File: src/rtl/cfbl_pkg.sv
// ----------------------------------------------------------------------------
// CAN frame bit length: shared package
// Widths, mode codes, per-stage record types and pipeline sizing for the
// frame length pipeline.
// ----------------------------------------------------------------------------
package cfbl_pkg;

   // Message vector: SOF through the last data bit, right aligned.
   // The longest message is an extended data frame of 39 + 64 bits.
   localparam int unsigned ChunkWidth  = 8;
   localparam int unsigned MsgStages   = 13;
   localparam int unsigned MsgWidth    = MsgStages * ChunkWidth;
   localparam int unsigned PosWidth    = $clog2(MsgWidth + 1);

   // CRC-15-CAN and the bits after it.
   localparam int unsigned CrcWidth    = 15;
   localparam logic [CrcWidth-1:0] CrcPoly = 15'h4599;
   localparam int unsigned TailStages  = (CrcWidth + ChunkWidth - 1) / ChunkWidth;
   localparam int unsigned TrailerBits = 13;
   localparam int unsigned NumStages   = MsgStages + TailStages;

   // Header lengths from SOF through the DLC field.
   localparam int unsigned HdrWidth    = 39;
   localparam int unsigned HdrBaseBits = 19;
   localparam int unsigned HdrExtBits  = 39;

   // Closed-form frame lengths without data bytes.
   localparam logic [7:0] PlainBase    = 8'd47;
   localparam logic [7:0] PlainBaseExt = 8'd67;
   localparam logic [7:0] WorstBase    = 8'd55;
   localparam logic [7:0] WorstBaseExt = 8'd80;

   // Longest valid data length code.
   localparam logic [7:0] MaxDlc = 8'd8;

   // Run length that forces a stuff bit.
   localparam logic [2:0] StuffRun = 3'd5;

   typedef enum logic [1:0] {
      FUNC_PLAIN = 2'd0,
      FUNC_WORST = 2'd1,
      FUNC_EXACT = 2'd2,
      FUNC_BAD   = 2'd3
   } func_type;

   // Running CRC and stuff scanner state.
   typedef struct packed {
      logic [CrcWidth-1:0] crc;
      logic                last;
      logic [2:0]          run;
      logic [4:0]          stuff;
   } scan_type;

   // Per-item facts settled at assembly time.
   typedef struct packed {
      logic                err;
      logic                exact;
      logic [7:0]          formula;
      logic [PosWidth-1:0] mlen;
   } meta_type;

   // One item as it moves down the pipeline.
   typedef struct packed {
      logic [MsgWidth-1:0] msg;
      logic [PosWidth-1:0] pad;
      meta_type            meta;
      scan_type            scan;
   } item_type;

endpackage

File: src/rtl/cfbl_stage.sv
// ----------------------------------------------------------------------------
// CAN frame bit length: scan stage
// Registered stage that folds one 8-bit chunk of the frame into the CRC and
// the stuff-bit scanner, or feeds a chunk of the finished CRC to the scanner.
// ----------------------------------------------------------------------------
module cfbl_stage #(
   parameter int unsigned Base    = 0,
   parameter bit          CrcTail = 1'b0
) (
   input  logic               clock,
   input  logic               reset,
   input  logic               up_valid,
   input  cfbl_pkg::item_type up_item,
   output logic               up_ready,
   output logic               dn_valid,
   output cfbl_pkg::item_type dn_item,
   input  logic               dn_ready
);

   logic               valid_ff;
   logic               valid_in;
   cfbl_pkg::item_type item_ff;
   cfbl_pkg::item_type item_in;

   // The stage takes a new transfer when empty or when its content moves on.
   assign up_ready = !valid_ff || dn_ready;
   assign valid_in = up_ready ? up_valid : valid_ff;

   // Fold eight bits, one after another, into the run state, and into the CRC on message chunks.
   always_comb begin
      logic [cfbl_pkg::CrcWidth-1:0] crc;
      logic                          last;
      logic [2:0]                    run;
      logic [4:0]                    stuff;
      logic                          b;
      logic                          act;
      logic                          fb;
      int unsigned                   pos;
      crc   = up_item.scan.crc;
      last  = up_item.scan.last;
      run   = up_item.scan.run;
      stuff = up_item.scan.stuff;
      for (int unsigned j = 0; j < cfbl_pkg::ChunkWidth; j++) begin
         pos = Base + j;
         if (CrcTail) begin
            act = (pos < cfbl_pkg::CrcWidth);
            b   = act ? up_item.scan.crc[act ? cfbl_pkg::CrcWidth - 1 - pos : 0] : 1'b0;
         end else begin
            act = (cfbl_pkg::PosWidth'(pos) >= up_item.pad);
            b   = up_item.msg[cfbl_pkg::MsgWidth - 1 - pos];
            // Pad bits are zero ahead of SOF, so the CRC stays zero over them.
            fb  = b ^ crc[cfbl_pkg::CrcWidth-1];
            crc = {crc[cfbl_pkg::CrcWidth-2:0], 1'b0} ^ (fb ? cfbl_pkg::CrcPoly : '0);
         end
         if (act) begin
            if (run != 3'd0 && b == last) begin
               run = run + 3'd1;
            end else begin
               last = b;
               run  = 3'd1;
            end
            if (run == cfbl_pkg::StuffRun) begin
               stuff = stuff + 5'd1;
               last  = ~last;
               run   = 3'd1;
            end
         end
      end
      item_in            = up_item;
      item_in.scan.crc   = crc;
      item_in.scan.last  = last;
      item_in.scan.run   = run;
      item_in.scan.stuff = stuff;
   end

   // Valid bit with reset.
   always_ff @(posedge clock) begin
      if (reset) begin
         valid_ff <= 1'b0;
      end else begin
         valid_ff <= valid_in;
      end
   end

   // Item register, loaded on each accepted transfer.
   always_ff @(posedge clock) begin
      if (up_ready && up_valid) begin
         item_ff <= item_in;
      end
   end

   assign dn_valid = valid_ff;
   assign dn_item  = item_ff;

endmodule

File: src/rtl/can_frame_bit_length.sv
// ----------------------------------------------------------------------------
// CAN frame bit length: top level
// Computes the on-wire length of a classic CAN frame in bits, either from
// closed formulas or exactly, with CRC-15 and bit stuffing.
// ----------------------------------------------------------------------------
// Usage:
// A message descriptor enters on the req_ channel (valid/stall); one result
// (bit_count, error) leaves on the rsp_ channel for every descriptor, in order.
// The pipeline is an assembly register, thirteen chunk stages that fold
// eight message bits each into the CRC and stuff scanner, two stages that
// scan the fifteen CRC bits, and the output register. One descriptor is
// taken every cycle while req_stall is low. Every mode goes through the
// same stages, so order is kept without tags.
// When the receiver stalls, the output register holds its result and stages
// behind it keep filling bubbles; req_stall rises only once every stage is
// occupied. Reset clears all valid bits; no item is in flight afterward.
// An FD frame, a length code above eight or mode 3 returns error with zero
// bit count.
// ----------------------------------------------------------------------------
module can_frame_bit_length (
   input  logic        clock,
   input  logic        reset,
   input  logic        req_valid,
   output logic        req_stall,
   input  logic [1:0]  req_func,
   input  logic [28:0] req_ident,
   input  logic        req_extended,
   input  logic        req_remote,
   input  logic        req_fd_frame,
   input  logic [7:0]  req_length,
   input  logic [63:0] req_payload,
   output logic        rsp_valid,
   input  logic        rsp_stall,
   output logic [7:0]  rsp_bit_count,
   output logic        rsp_error
);

   localparam int unsigned NumStages = cfbl_pkg::NumStages;
   localparam int unsigned MsgW      = cfbl_pkg::MsgWidth;
   localparam int unsigned PosW      = cfbl_pkg::PosWidth;

   // Assembly register.
   logic               ld_valid_ff;
   logic               ld_valid_in;
   cfbl_pkg::item_type ld_item_ff;
   cfbl_pkg::item_type ld_item_in;
   logic               ld_ready;

   // Links between stages.
   logic               link_valid [0:NumStages];
   cfbl_pkg::item_type link_item  [0:NumStages];
   logic               link_ready [0:NumStages];

   // Output register.
   logic               rsp_valid_ff;
   logic               rsp_valid_in;
   logic [7:0]         rsp_bit_count_ff;
   logic [7:0]         rsp_bit_count_in;
   logic               rsp_error_ff;
   logic               rsp_error_in;
   logic               out_ready;

   // Assemble the message bits, right aligned, and the closed-form lengths.
   always_comb begin
      logic [cfbl_pkg::HdrWidth-1:0] hdr;
      logic [3:0]                    dlen;
      logic [PosW-1:0]               shamt;
      logic [PosW-1:0]               mlen;
      logic [7:0]                    d8;
      logic                          err;
      err = req_fd_frame || (req_length > cfbl_pkg::MaxDlc) ||
            (cfbl_pkg::func_type'(req_func) == cfbl_pkg::FUNC_BAD);
      dlen = (req_remote || req_length > cfbl_pkg::MaxDlc) ? 4'd0 : req_length[3:0];
      if (req_extended) begin
         hdr = {1'b0, req_ident[28:18], 2'b11, req_ident[17:0], req_remote, 2'b00,
                req_length[3:0]};
      end else begin
         hdr = {20'd0, 1'b0, req_ident[10:0], req_remote, 2'b00, req_length[3:0]};
      end
      shamt = {dlen, 3'b000};
      mlen  = (req_extended ? PosW'(cfbl_pkg::HdrExtBits) : PosW'(cfbl_pkg::HdrBaseBits))
              + shamt;
      ld_item_in.msg = (MsgW'(hdr) << shamt) | (MsgW'(req_payload) >> (PosW'(64) - shamt));
      ld_item_in.pad = PosW'(MsgW) - mlen;

      d8 = {4'd0, dlen};
      ld_item_in.meta.err   = err;
      ld_item_in.meta.exact = (cfbl_pkg::func_type'(req_func) == cfbl_pkg::FUNC_EXACT);
      ld_item_in.meta.mlen  = mlen;
      if (cfbl_pkg::func_type'(req_func) == cfbl_pkg::FUNC_WORST) begin
         ld_item_in.meta.formula = (req_extended ? cfbl_pkg::WorstBaseExt : cfbl_pkg::WorstBase)
                                   + (d8 << 3) + (d8 << 1);
      end else begin
         ld_item_in.meta.formula = (req_extended ? cfbl_pkg::PlainBaseExt : cfbl_pkg::PlainBase)
                                   + (d8 << 3);
      end
      ld_item_in.scan = '0;
   end

   // Input handshake on the assembly register.
   assign ld_ready    = !ld_valid_ff || link_ready[0];
   assign req_stall   = !ld_ready;
   assign ld_valid_in = ld_ready ? req_valid : ld_valid_ff;

   always_ff @(posedge clock) begin
      if (reset) begin
         ld_valid_ff <= 1'b0;
      end else begin
         ld_valid_ff <= ld_valid_in;
      end
   end

   always_ff @(posedge clock) begin
      if (ld_ready && req_valid) begin
         ld_item_ff <= ld_item_in;
      end
   end

   assign link_valid[0] = ld_valid_ff;
   assign link_item[0]  = ld_item_ff;

   // Chunk stages over the message, then over the CRC.
   for (genvar g = 0; g < NumStages; g++) begin : g_stage
      localparam bit          Tail = (g >= cfbl_pkg::MsgStages);
      localparam int unsigned Off  = Tail ? (g - cfbl_pkg::MsgStages) * cfbl_pkg::ChunkWidth
                                          : g * cfbl_pkg::ChunkWidth;
      cfbl_stage #(
         .Base    (Off),
         .CrcTail (Tail)
      ) u_stage (
         .clock    (clock),
         .reset    (reset),
         .up_valid (link_valid[g]),
         .up_item  (link_item[g]),
         .up_ready (link_ready[g]),
         .dn_valid (link_valid[g+1]),
         .dn_item  (link_item[g+1]),
         .dn_ready (link_ready[g+1])
      );
   end

   // Result: exact sum of message bits, CRC, stuff bits and trailer, or the closed form, or zero on error.
   assign out_ready             = !rsp_valid_ff || !rsp_stall;
   assign link_ready[NumStages] = out_ready;
   assign rsp_valid_in          = out_ready ? link_valid[NumStages] : rsp_valid_ff;

   always_comb begin
      logic [7:0] total;
      total = 8'(link_item[NumStages].meta.mlen) + 8'(link_item[NumStages].scan.stuff)
              + 8'(cfbl_pkg::CrcWidth + cfbl_pkg::TrailerBits);
      rsp_error_in = link_item[NumStages].meta.err;
      if (link_item[NumStages].meta.err) begin
         rsp_bit_count_in = 8'd0;
      end else if (link_item[NumStages].meta.exact) begin
         rsp_bit_count_in = total;
      end else begin
         rsp_bit_count_in = link_item[NumStages].meta.formula;
      end
   end

   always_ff @(posedge clock) begin
      if (reset) begin
         rsp_valid_ff <= 1'b0;
      end else begin
         rsp_valid_ff <= rsp_valid_in;
      end
   end

   always_ff @(posedge clock) begin
      if (out_ready && link_valid[NumStages]) begin
         rsp_bit_count_ff <= rsp_bit_count_in;
         rsp_error_ff     <= rsp_error_in;
      end
   end

   assign rsp_valid     = rsp_valid_ff;
   assign rsp_bit_count = rsp_bit_count_ff;
   assign rsp_error     = rsp_error_ff;

   // An error result always carries a zero count.
   a_err_zero : assert property (@(posedge clock) disable iff (reset)
      rsp_valid && rsp_error |-> rsp_bit_count == 8'd0)
      else $error("error result with nonzero bit count");

   // Any good frame lies between the shortest and longest possible lengths.
   a_len_range : assert property (@(posedge clock) disable iff (reset)
      rsp_valid && !rsp_error |-> rsp_bit_count >= 8'd47 && rsp_bit_count <= 8'd160)
      else $error("frame length out of range");

   // Input backpressure only arises from a stalled, occupied output register.
   a_stall_src : assert property (@(posedge clock) disable iff (reset)
      req_stall |-> rsp_valid && rsp_stall)
      else $error("input stalled without output backpressure");

   // A result held under stall is still there at the next edge.
   a_hold : assert property (@(posedge clock) disable iff (reset)
      rsp_valid && rsp_stall |=> rsp_valid && $stable(rsp_bit_count))
      else $error("stalled result lost");

endmodule
File: config.mk
export PLATFORM = sky130hd
export DESIGN_NAME = can_frame_bit_length
export DESIGN_NICKNAME = d
export VERILOG_FILES = /design/src/rtl/cfbl_pkg.sv /design/src/rtl/cfbl_stage.sv /design/src/rtl/can_frame_bit_length.sv
export SDC_FILE = /design/constraint.sdc
export NUM_CORES = 2
export LEC_CHECK = 0
export BUFFER_PORTS_ARGS = -buffer_cell sky130_fd_sc_hd__buf_2
export CAP_MARGIN = 20
export CORE_ASPECT_RATIO = 1.4
export CORE_UTILIZATION = 40
export CTS_BUF_LIST = sky130_fd_sc_hd__clkbuf_16
export CTS_CLUSTER_DIAMETER = 100
export CTS_CLUSTER_SIZE = 16
export DETAILED_ROUTE_END_ITERATION = 8
export PLACE_DENSITY_LB_ADDON = 0.2
export SLEW_MARGIN = 5
export SYNTH_ARGS = -nofsm -noshare
export SYNTH_HDL_FRONTEND = slang
export SYNTH_SLANG_ARGS = --single-unit
File: constraint.sdc
create_clock -name clock -period 13.7 [get_ports clock]
set_input_delay 2.055 -clock clock [delete_from_list [all_inputs] [get_ports clock]]
set_output_delay 2.055 -clock clock [all_outputs]
set_load 0.05 [all_outputs]
==> metrics.md <==
| Metric | Value |
|---|---|
| DR iter-0 viols | `3192` |
| Register area | `between 40000 and 50000 um2` |
| Fin. Hold Viols | `0` |
| Vias | `55.3k` |
| HP Class | `flop to flop` |
| Setup Fix Bufs, Post-CTS | `0` |
| Slew @ Worst Pin | `between 1 and 1.5 ns` |
| Root buffer cell | `clkbuf_16` |
| CP Data Required Time | `14.14 ns` |
| Largest net degree at the start of global routing | `about 130` |
| Clock skew | `around 0.071 ns` |
| Slew Viols, Final | `0` |
| Ranking of synthesized cells by area | `edfxtp_1, xnor2_1, ha_1` |
| Clock power share | `between 30% and 40%` |
| Layout area overhead | `8.16%` |
| Hold_buf cts | `0` |
| Worst r2r src | `g_stage[5].u_stage.dn_item[5]$_DFFE_PP_` |
| Die Span Y | `between 500 and 600 um` |
| Setup Crit Path Kind | `flop to flop` |
| First-pass DRT Iterations | `8` |
| Cells resized by post-CTS repair | `0` |
| CP Launch Type | `flop` |
| Post-layout nets | `about 8k` |
| Hold Crit Start | `ld_item_ff[128]$_DFFE_PP_` |
| Pwr Density | `~100 nW/um2` |
| Unrepaired setup endpoints after global routing | `false` |
| IO buf count | `120` |
| Final core utilization | `43.7%` |
| Vias per std cell | `5.42` |
| Die area | `208000 um2` |
| Combinational share of power | `between 10% and 20%` |
| Worst R2R Path Depth | `38` |
| Most common cell in the netlist | `edfxtp_1` |
| Max stage delay on crit path | `0.72 ns` |
| Top cell by count, worst path | `inv_1` |
| Reg-to-reg critical path endpoint | `g_stage[6].u_stage.dn_item[4]$_DFFE_PP_` |
| FP Rows | `196` |
| WP data arrival | `11.25 ns` |
| Fill cells | `19.0k` |
| Met1 GRT Util | `19.9%` |
| Drt wl/cell | `17.8 um` |
| First-pass GRT wire length | `just under 300000 um` |
| DRC | `0` |
| Grt met3 use | `1.71%` |
| Clock Latency Late Sink | `between 0.7 and 0.8 ns` |
| Main flop type after synthesis | `edfxtp_1` |
| Vias in the first global route | `about 54k` |
| Share of flip-flops with an asynchronous set or reset | `0%` |
| CTS tree | `yes` |
| Number of synthesized flops with an enable pin | `1362` |
| Area of the multi-input gates | `roughly 39000 um2` |
| Overflow after GRT | `0` |
| Internal power | `6680 uW` |
| Share of power burned in registers | `~56%` |
| Num CTS Buffers | `99` |
| Setup crit end kind | `flop` |
| GPL Wtd Cong | `slightly below 0.9` |
| Routed WL | `182000 um` |
| Relative slew slack | `23.0%` |
| DP HPWL | `around 140000 um` |
| Commonest cells in the netlist | `edfxtp_1, xnor2_1, nand2_1` |
| Finished Cell Area | `about 89000 um2` |
| Fraction of layout instances using a drive strength above 1 | `about 8.2%` |
| Crit path from | `g_stage[5].u_stage.dn_item[5]$_DFFE_PP_` |
| Met2 usage | `31.8%` |
| Net Sw Power | `~2100 uW` |
| Max Cap Viol | `0` |
| Max Root-Sink Buffers | `3` |
| Placed cell area | `86300 um2` |
| Area share of the largest cell type after synthesis | `49.6%` |
| GR peak layer | `met2` |
| Syn avg cell area | `~11 um2` |
| Gr usage total | `between 10% and 20%` |
| Final setup vio count | `0` |
| # H-tree levels | `3` |
| Crit Path Max Fanout | `10` |
| Clock Pin Slew Worst Setup and Hold Paths | `0.07 ns` |
| Status | `finished clean` |
| Net Sw Frac | `23.7%` |
| LEAKAGE | `0.0319 uW` |
| Die Width | `386 um` |
| R2r setup slk | `2.89 ns` |
| CP endpoint | `g_stage[6].u_stage.dn_item[4]$_DFFE_PP_` |
| Cell area after synthesis | `82500 um2` |
| Post-synthesis register bit count | `1379` |
| Detail Route Antenna Nets | `0` |
| Sequential cell area fraction in the yosys report | `between 40% and 50%` |
| Initial antenna violation count | `1` |
| Sum Neg Setup Slack | `0 ns` |
| Max Fclk | `92.5 MHz` |
| Synth area leader | `edfxtp_1` |
| Crit share post-route | `between 70 and 80%` |
| Yosys Warn Count | `0` |
| # IOs | `121` |
| CP max stage cell | `a211oi_1` |
| Core ar. | `roughly 200000 um2` |
| Effective utilization at floorplan | `approximately 40%` |
| Unique cell type count in the Yosys netlist | `117` |
| Tmin final | `approximately 11 ns` |
| Synthesized instance count | `7417` |
| Maximum vdd drop | `0.146 mV` |
| CTS sink count | `1379` |
==> state kept, by name, indices dropped and copies added (netlist names) <==
register	cells
g_stage.u_stage.dn_item	1230
ld_item_ff	123
g_stage.u_stage.dn_valid	15
rsp_bit_count	8
ld_valid_ff	1
rsp_error	1
rsp_valid	1
==> through the flow <==
stage | cells | setup WS, ns | total power, uW | hold WS, ns
floorplan | 7420 | 0.630 | 5880 | 0.400
global placement | 10100 | 3.11 | 6090 | 0.401
detailed placement | 10100 | 3.05 | 6110 | 0.405
CTS | 10200 | 2.99 | 8890 | 0.377
global route | 10200 | 2.13 | 9130 | 0.383
finish | 10200 | 2.89 | 8750 | 0.384
==> final cells by class <==
type / instances / share of cell area [%]
Multi-Input combinational cell: 5382 / 43.7
Timing Repair Buffer: 177 / 1.16
Sequential cell: 1379 / 46.2
Clock buffer: 99 / 2.78
Tap cell: 2673 / 3.75
Inverter: 467 / 1.96
Antenna cell: 1 / 0.00280
Clock inverter: 43 / 0.467
==> logic make-up after synthesis <==
kind of cell	synth area share (%)
flops	50.0
simple gates	13.4
other cells	0.00454
mux	4.24
buf+inv	3.02
xor+xnor	11.8
compound gates	11.7
fa+ha+maj	5.86
==> layout by cell type, fill, tap and decap left out, drive strengths merged, types with 55 or more instances in the layout <==
cell type  count
inv          492
xor2         361
o21ai        228
nand4         93
a211oi        67
o22ai         55
nand3        207
nor3         153
nor2         485
a21o          70
nand2        583
a21oi        250
nand2b       114
xnor2        753
ha           379
nor2b         70
mux2         133
edfxtp      1362
and3          83
o211ai        61
or2           63
buf          177
a31oi        111
clkbuf        99
mux2i        148
and2          75
==> power by group through the flow <==
stage / combinational (uW) / sequential, uW / clock [uW]
after floorplan: 878 / 5000 / 0
after global placement: 1080 / 5010 / 0
after detailed placement: 1090 / 5020 / 0
after CTS: 1100 / 4920 / 2870
after global routing: 1200 / 4930 / 3000
final: 1080 / 4920 / 2750
==> routing by layer <==
layer / vias to the layer above / part of all wire (%)
met5: - / 0
met4: 0 / 3.7
met3: 300 / 3.0
met2: 1013 / 52
met1: 26600 / 41
li1: 27400 / -
==> worst min-delay path by stage <==
stage / endpoint / slack [ns] / cells past startpoint
final: g_stage[0].u_stage.dn_item[128]$_DFFE_PP_ / 0.38 / 0
after global routing: g_stage[0].u_stage.dn_item[130]$_DFFE_PP_ / 0.38 / 0
after CTS: g_stage[3].u_stage.dn_item[115]$_DFFE_PP_ / 0.38 / 0
after detailed placement: g_stage[12].u_stage.dn_item[26]$_DFFE_PP_ / 0.40 / 0
after global placement: g_stage[0].u_stage.dn_item[134]$_DFFE_PP_ / 0.40 / 0
after floorplan: g_stage[0].u_stage.dn_item[100]$_DFFE_PP_ / 0.40 / 0
==> worst max-delay path: cells and delay by family, from the launching register on <==
kind                     cells  cell delay (ns)
flip-flops                   1             0.42
adder cells (fa/ha/maj)      5             1.17
buffers and inverters        6             0.58
XOR/XNOR                     3             0.66
AO/OA/AOI/OAI               11             3.56
multiplexers                 1             0.30
AND/OR/NAND/NOR             12             3.84
No activity file was read; power rests on OpenSTA's default activity.
